File: config.mk
export PLATFORM = sky130hd
export DESIGN_NAME = sorted_insert_list
export DESIGN_NICKNAME = d
export VERILOG_FILES = /design/src/hw/rtl/sil_pkg.sv /design/src/hw/rtl/sil_cell.sv /design/src/hw/rtl/sorted_insert_list.sv
export SDC_FILE = /design/constraint.sdc
export NUM_CORES = 2
export LEC_CHECK = 0
export ABC_CLOCK_PERIOD_IN_PS = 7350
export BUFFER_PORTS_ARGS = -buffer_cell sky130_fd_sc_hd__buf_2
export CAP_MARGIN = 20
export CORE_MARGIN = 5
export CORE_UTILIZATION = 65
export CTS_CLUSTER_SIZE = 28
export DETAILED_ROUTE_END_ITERATION = 7
export PLACE_DENSITY = 0.91
export REMOVE_ABC_BUFFERS = 1
export SYNTH_ARGS = -nofsm -noshare
export SYNTH_HDL_FRONTEND = slang
export SYNTH_SLANG_ARGS = --single-unit
export TNS_END_PERCENT = 20
File: constraint.sdc
create_clock -name clock -period 7.35 [get_ports clock]
set_input_delay 0.735 -clock clock [delete_from_list [all_inputs] [get_ports clock]]
set_output_delay 0.735 -clock clock [all_outputs]
set_load 0.01 [all_outputs]
File: src/hw/rtl/sil_pkg.sv
// Package for the sorted insert list: field widths, cell command and result packing.
`timescale 1ns / 1ps
package sil_pkg;

   localparam int VALUE_W    = 32;
   localparam int POS_W      = 6;
   localparam int COUNT_W    = 7;
   localparam int REQ_DATA_W = 32;
   localparam int RSP_DATA_W = 48;
   localparam int RSP_PAD_W  = RSP_DATA_W - VALUE_W - POS_W - COUNT_W;

   typedef struct packed {
      logic                       insert;
      logic                       rotate;
      logic signed [VALUE_W-1:0]  key;
   } sil_cmd_type;

   function automatic logic [RSP_DATA_W-1:0] pack_rsp(
      input logic [VALUE_W-1:0] value,
      input logic [POS_W-1:0]   pos,
      input logic [COUNT_W-1:0] count
   );
      pack_rsp = {{RSP_PAD_W{1'b0}}, count, pos, value};
   endfunction

endpackage

File: src/hw/rtl/sil_cell.sv
// One cell of the sorted chain: holds a value, compares it with the key and shifts.
`timescale 1ns / 1ps
module sil_cell (
   input  logic                                  clock,
   input  sil_pkg::sil_cmd_type                  cmd,
   input  logic signed [sil_pkg::VALUE_W-1:0]    left_value,
   input  logic                                  left_gt,
   input  logic signed [sil_pkg::VALUE_W-1:0]    right_value,
   input  logic signed [sil_pkg::VALUE_W-1:0]    head_value,
   input  logic                                  is_valid,
   input  logic                                  is_tail,
   output logic signed [sil_pkg::VALUE_W-1:0]    value,
   output logic                                  gt
);
   import sil_pkg::*;

   logic signed [VALUE_W-1:0] value_ff;
   logic signed [VALUE_W-1:0] value_in;

   assign gt    = !is_valid || (value_ff > cmd.key);
   assign value = value_ff;

   always_comb begin
      value_in = value_ff;
      if (cmd.insert && gt) begin
         value_in = left_gt ? left_value : cmd.key;
      end else if (cmd.rotate) begin
         value_in = is_tail ? head_value : right_value;
      end
   end

   always_ff @(posedge clock) begin
      value_ff <= value_in;
   end

endmodule

File: src/hw/rtl/sorted_insert_list.sv
// Top level of the sorted insert list: cell chain, entry count and result sequencing.
//
//   channel  dir  tdata                          tuser                   tlast
//   req      in   value[31:0]                    command[0]              -
//   rsp      out  item_value, position, count    empty_res, overflow     last
//
// On an insert every cell compares with the key at once and the chain shifts
// right from the insertion point. A read-out emits one value per cycle while the
// result is not stalled, by rotating the chain towards cell 0.
// Reset clears the count and the control state; cell contents stay as they are.
// A stalled result holds the chain; no new item is taken until it is free.
`timescale 1ns / 1ps
module sorted_insert_list #(
   parameter int CAPACITY = 16
) (
   input  logic                               clock,
   input  logic                               reset,
   input  logic                               req_tvalid,
   output logic                               req_tready,
   input  logic [sil_pkg::REQ_DATA_W-1:0]     req_tdata,  // value[31:0]
   input  logic [0:0]                         req_tuser,  // command[0]
   output logic                               rsp_tvalid,
   input  logic                               rsp_tready,
   output logic [sil_pkg::RSP_DATA_W-1:0]     rsp_tdata,  // item_value[31:0], position[37:32], count[44:38]
   output logic                               rsp_tlast,
   output logic [1:0]                         rsp_tuser   // empty_res[0], overflow[1]
);
   import sil_pkg::*;

   typedef enum logic {ST_IDLE, ST_READ} state_type;

   state_type                state_ff;
   logic [COUNT_W-1:0]       count_ff;
   logic [POS_W-1:0]         idx_ff;
   logic                     rsp_tvalid_ff;
   logic                     rsp_tvalid_in;
   logic [RSP_DATA_W-1:0]    rsp_tdata_ff;
   logic                     rsp_tlast_ff;
   logic [1:0]               rsp_tuser_ff;

   logic                     slot_free;
   logic                     accept;
   logic                     full;
   logic                     read_last;
   sil_cmd_type              cmd;
   logic signed [VALUE_W-1:0] cell_value [CAPACITY];
   logic [CAPACITY-1:0]      cell_gt;
   logic [CAPACITY-1:0]      ins_hit;
   logic [POS_W-1:0]         ins_pos;

   assign slot_free  = !rsp_tvalid_ff || rsp_tready;
   assign req_tready = (state_ff == ST_IDLE) && slot_free;
   assign accept     = req_tvalid && req_tready;
   assign full       = count_ff == COUNT_W'(CAPACITY);
   assign read_last  = (COUNT_W'(idx_ff) + COUNT_W'(1)) == count_ff;

   assign cmd.insert = accept && !req_tuser[0] && !full;
   assign cmd.rotate = (state_ff == ST_READ) && slot_free;
   assign cmd.key    = req_tdata;

   assign rsp_tvalid_in = (accept && !(req_tuser[0] && (count_ff != '0))) || cmd.rotate ||
                          (rsp_tvalid_ff && !rsp_tready);

   for (genvar i = 0; i < CAPACITY; i++) begin : g_cell
      logic signed [VALUE_W-1:0] left_value;
      logic                      left_gt;
      logic signed [VALUE_W-1:0] right_value;

      if (i == 0) begin : g_head
         assign left_value = req_tdata;
         assign left_gt    = 1'b0;
      end else begin : g_body
         assign left_value = cell_value[i-1];
         assign left_gt    = cell_gt[i-1];
      end

      if (i == CAPACITY - 1) begin : g_end
         assign right_value = cell_value[0];
      end else begin : g_mid
         assign right_value = cell_value[i+1];
      end

      assign ins_hit[i] = cell_gt[i] && !left_gt;

      sil_cell u_cell (
         .clock       (clock),
         .cmd         (cmd),
         .left_value  (left_value),
         .left_gt     (left_gt),
         .right_value (right_value),
         .head_value  (cell_value[0]),
         .is_valid    (count_ff > COUNT_W'(i)),
         .is_tail     (count_ff == COUNT_W'(i + 1)),
         .value       (cell_value[i]),
         .gt          (cell_gt[i])
      );
   end

   always_comb begin
      ins_pos = '0;
      for (int i = 0; i < CAPACITY; i++) begin
         if (ins_hit[i]) begin
            ins_pos = ins_pos | POS_W'(i);
         end
      end
   end

   always_ff @(posedge clock) begin
      if (reset) begin
         state_ff      <= ST_IDLE;
         count_ff      <= '0;
         idx_ff        <= '0;
         rsp_tvalid_ff <= 1'b0;
         rsp_tdata_ff  <= '0;
         rsp_tlast_ff  <= 1'b0;
         rsp_tuser_ff  <= '0;
      end else begin
         rsp_tvalid_ff <= rsp_tvalid_in;
         unique case (state_ff)
            ST_IDLE: begin
               if (accept) begin
                  if (!req_tuser[0]) begin
                     rsp_tlast_ff  <= 1'b1;
                     if (full) begin
                        rsp_tdata_ff <= pack_rsp('0, '0, count_ff);
                        rsp_tuser_ff <= 2'b10;
                     end else begin
                        rsp_tdata_ff <= pack_rsp('0, ins_pos, count_ff + COUNT_W'(1));
                        rsp_tuser_ff <= 2'b00;
                        count_ff     <= count_ff + COUNT_W'(1);
                     end
                  end else if (count_ff == '0) begin
                     rsp_tlast_ff  <= 1'b1;
                     rsp_tdata_ff  <= pack_rsp('0, '0, '0);
                     rsp_tuser_ff  <= 2'b01;
                  end else begin
                     state_ff <= ST_READ;
                     idx_ff   <= '0;
                  end
               end
            end
            ST_READ: begin
               if (slot_free) begin
                  rsp_tdata_ff  <= pack_rsp(cell_value[0], idx_ff, count_ff);
                  rsp_tuser_ff  <= 2'b00;
                  rsp_tlast_ff  <= read_last;
                  if (read_last) begin
                     state_ff <= ST_IDLE;
                     idx_ff   <= '0;
                  end else begin
                     idx_ff <= idx_ff + POS_W'(1);
                  end
               end
            end
            default: begin
               state_ff <= ST_IDLE;
            end
         endcase
      end
   end

   assign rsp_tvalid = rsp_tvalid_ff;
   assign rsp_tdata  = rsp_tdata_ff;
   assign rsp_tlast  = rsp_tlast_ff;
   assign rsp_tuser  = rsp_tuser_ff;

endmodule

==> results.md <==
- Status: complete, no violations
- Most frequent cells in the layout: a21oi_1 (914), nor2_1 (596), ha_1 (517)
- Crit share post-route: 69.9%
- Hold Vio Cnt, Final: 0
- Ratio of cells with drive above 1 in the final layout: 8.96%
- Max Fclk: 195 MHz
- Tot Pwr: 9.86 mW
- Cell variety after synth: 85
- Worst setup path end: g_cell[1].u_cell.value[16]
- Core Rows: 95
- Max_cap viols: 0
- First-pass GRT wire length: 234000 um
- Tmin final: 5140 ps
- Clock Latency Late Sink: 640 ps
- Cell count after synthesis: 4847
- Worst setup EP type: register
- Routed wire length: 154000 um
- Largest net degree at the start of global routing: 68
- Cells after DPL: 5542
- Final core utilization: 70.4%
- Initial antenna violation count: 8
- Ys async rst share: 0%
- PD cells: 208 nW/um^2
- CP startpoint: g_cell[0].u_cell.value[31]
- CP arrival: 5490 ps
- Drt pass-1 iters: 7
- Hold crit path type: input pin to register
- Setup TNS: 0 ps
- Core area: 67300 sq um
- Initial Utilization: 65.6%
- Die area: 73200 sq um
- R2R cell count: 10
- Critical path class: register to register
- Startpoint types: register
- Deepest clock path buffer count: 3
- CTS tree: yes
- Clock Skews: 20.4 ps
- H-Tree Depth: 3
- Grt ovf: 0
- Final ANT Viol Nets: 0
- Synth Flop Type: edfxtp_1
- CTS resizes: 0
- Sequential area share after synthesis: 37.7%
- Vias after detailed routing: 42300
- GRT Util Overall: 40.2%
- Critical Path Fanout Max: 33
- Avg Cell Area, Syn: 9.10 sq um
- Area growth syn-to-layout: 7.27%
- Setup WS pre-CTS: 1960 ps
- Worst R2R End: g_cell[1].u_cell.value[16]
- Die width: 271 um
- VDD IR max: 0.199 mV
- FF-to-FF Start: g_cell[0].u_cell.value[31]
- Slew Limit Fails: 0
- Worst-margin pin slew: 1170 ps
- Inserted Clock Buffers: 66
- HPWL after DPL: 107000 um
- Clock Sinks: 575
- Routed len/inst: 27.2 um
- Number of global-route vias before repair: 40200
- Root buffer cell: clkbuf_16
- # nets final: 5301
- Reg2Reg Setup Slack: 2210 ps
- I/O pin total: 90
- Number of flops mapped to enable cells by yosys: 512
- Fill cells: 4742
- Setup violations, final: 0
- Hold Buf Count CTS: 0
- Worst EP required: 7690 ps
- Seq cells post-synth: 575
- Vias per cell: 7.46
- Fin cells: 5675
- RSZ-0062 raised after global routing: no
- Final worst slack: 2210 ps
- Port bufs: 86
- Die H: 271 um
- Synthesized cell area: 44100 sq um
- Post-CTS Setup Repair Bufs: 0
- Commonest non-fill, non-tap cell in the layout: a21oi_1
- Leakage power: 19.1 nW
- Ys Warns: 0
- Iteration-0 DRC Markers: 7911
- DRC violation count after routing: 0
- Clk pin slew, worst setup/hold paths: 60 ps
- Relative slew slack: 21.1%
- RePlAce Congestion: 1.03
-- where the power goes --
part	leakage [nW]	total [mW]	switching [mW]	internal (mW)
clock network	0.989	3.26	1.44	1.82
registers	5.28	4.36	0.356	4.00
logic	12.8	2.24	1.44	0.801
-- flip-flops by register name (all words and copies together), names as in the netlist --
register	cells
rsp_tlast	1
state_ff	1
count_ff	7
rsp_tuser	2
g_cell.u_cell.value	512
rsp_tvalid	1
idx_ff	6
rsp_tdata	45
-- logic make-up after synthesis --
family	after synthesis	share of synthesized area (%)
other	1	0.00850
buffers and inverters	434	3.99
AOI/OAI and AO/OA	1673	22.6
muxes	272	6.37
adders and majority gates	517	14.7
xor gates and xnor gates	14	0.278
DFF	575	37.7
and+or+nand+nor	1361	14.4
-- layer usage --
metal	track usage, %	wire length, um	up-vias	share of wire (%)
met5	0	14	-	0.0091
met4	29.2	14900	2	9.6
met3	10.1	21400	1072	14
met2	60.6	65300	3792	42
met1	50.4	52800	19300	34
li1	-	-	18100	-
-- through the flow --
stage | instance area [sq um] | hold WS (ps)
detailed placement | 45100 | 457
global route | 47300 | 460
finish | 47300 | 424
floorplan | 42800 | 476
CTS | 47100 | 427
global placement | 45000 | 453
-- critical path: stages (launching register included) --
cell	delay [ps]
edfxtp_1	570
ha_1	490
nand4_1	220
nor4_1	480
nor3b_1	650
a21oi_1	180
xnor2_1	260
o2111ai_2	210
buf_4	520
and2_2	1030
a21oi_1	190
-- how the worst min path moves through the flow --
| stage | from | end | slack, ps | cells after the start |
|---|---|---|---|---|
| after floorplan | idx_ff[5] | rsp_tdata[37] | 480 | 2 |
| after global placement | rsp_tdata[23] | rsp_tdata[23] | 450 | 2 |
| after detailed placement | rsp_tdata[20] | rsp_tdata[20] | 460 | 2 |
| after CTS | rsp_tready | state_ff | 430 | 4 |
| after global routing | rsp_tready | state_ff | 460 | 4 |
| final | rsp_tready | state_ff | 420 | 4 |
-- layout make-up --
cell class                      instances  area [sq um]  share of cell area [%]
Antenna cell                            4          10.0                  0.0211
Clock buffer                          101          1940                    4.10
Clock inverter                         18          86.3                   0.182
Inverter                              100           375                   0.793
Multi-Input combinational cell       3840         26000                    54.9
Sequential cell                       575         16600                    35.1
Tap cell                              873          1090                    2.31
Timing Repair Buffer                  164          1220                    2.57
-- Yosys cell counts (69+ instances only) --
cell type / count / share of area (%)
mux2i_1: 203 / 4.6
nand4_1: 110 / 1.6
a21oi_1: 916 / 10
nor2b_1: 119 / 1.7
o21ai_0: 163 / 1.8
clkbuf_1: 238 / 2.0
nor2_1: 605 / 5.1
nand3_1: 89 / 1.0
a211oi_1: 331 / 5.6
mux2_2: 69 / 1.8
ha_1: 517 / 15
edfxtp_1: 512 / 35
nand2_1: 254 / 2.2
a21o_1: 75 / 1.3
Note: power is estimated with default switching activity, not from simulation.
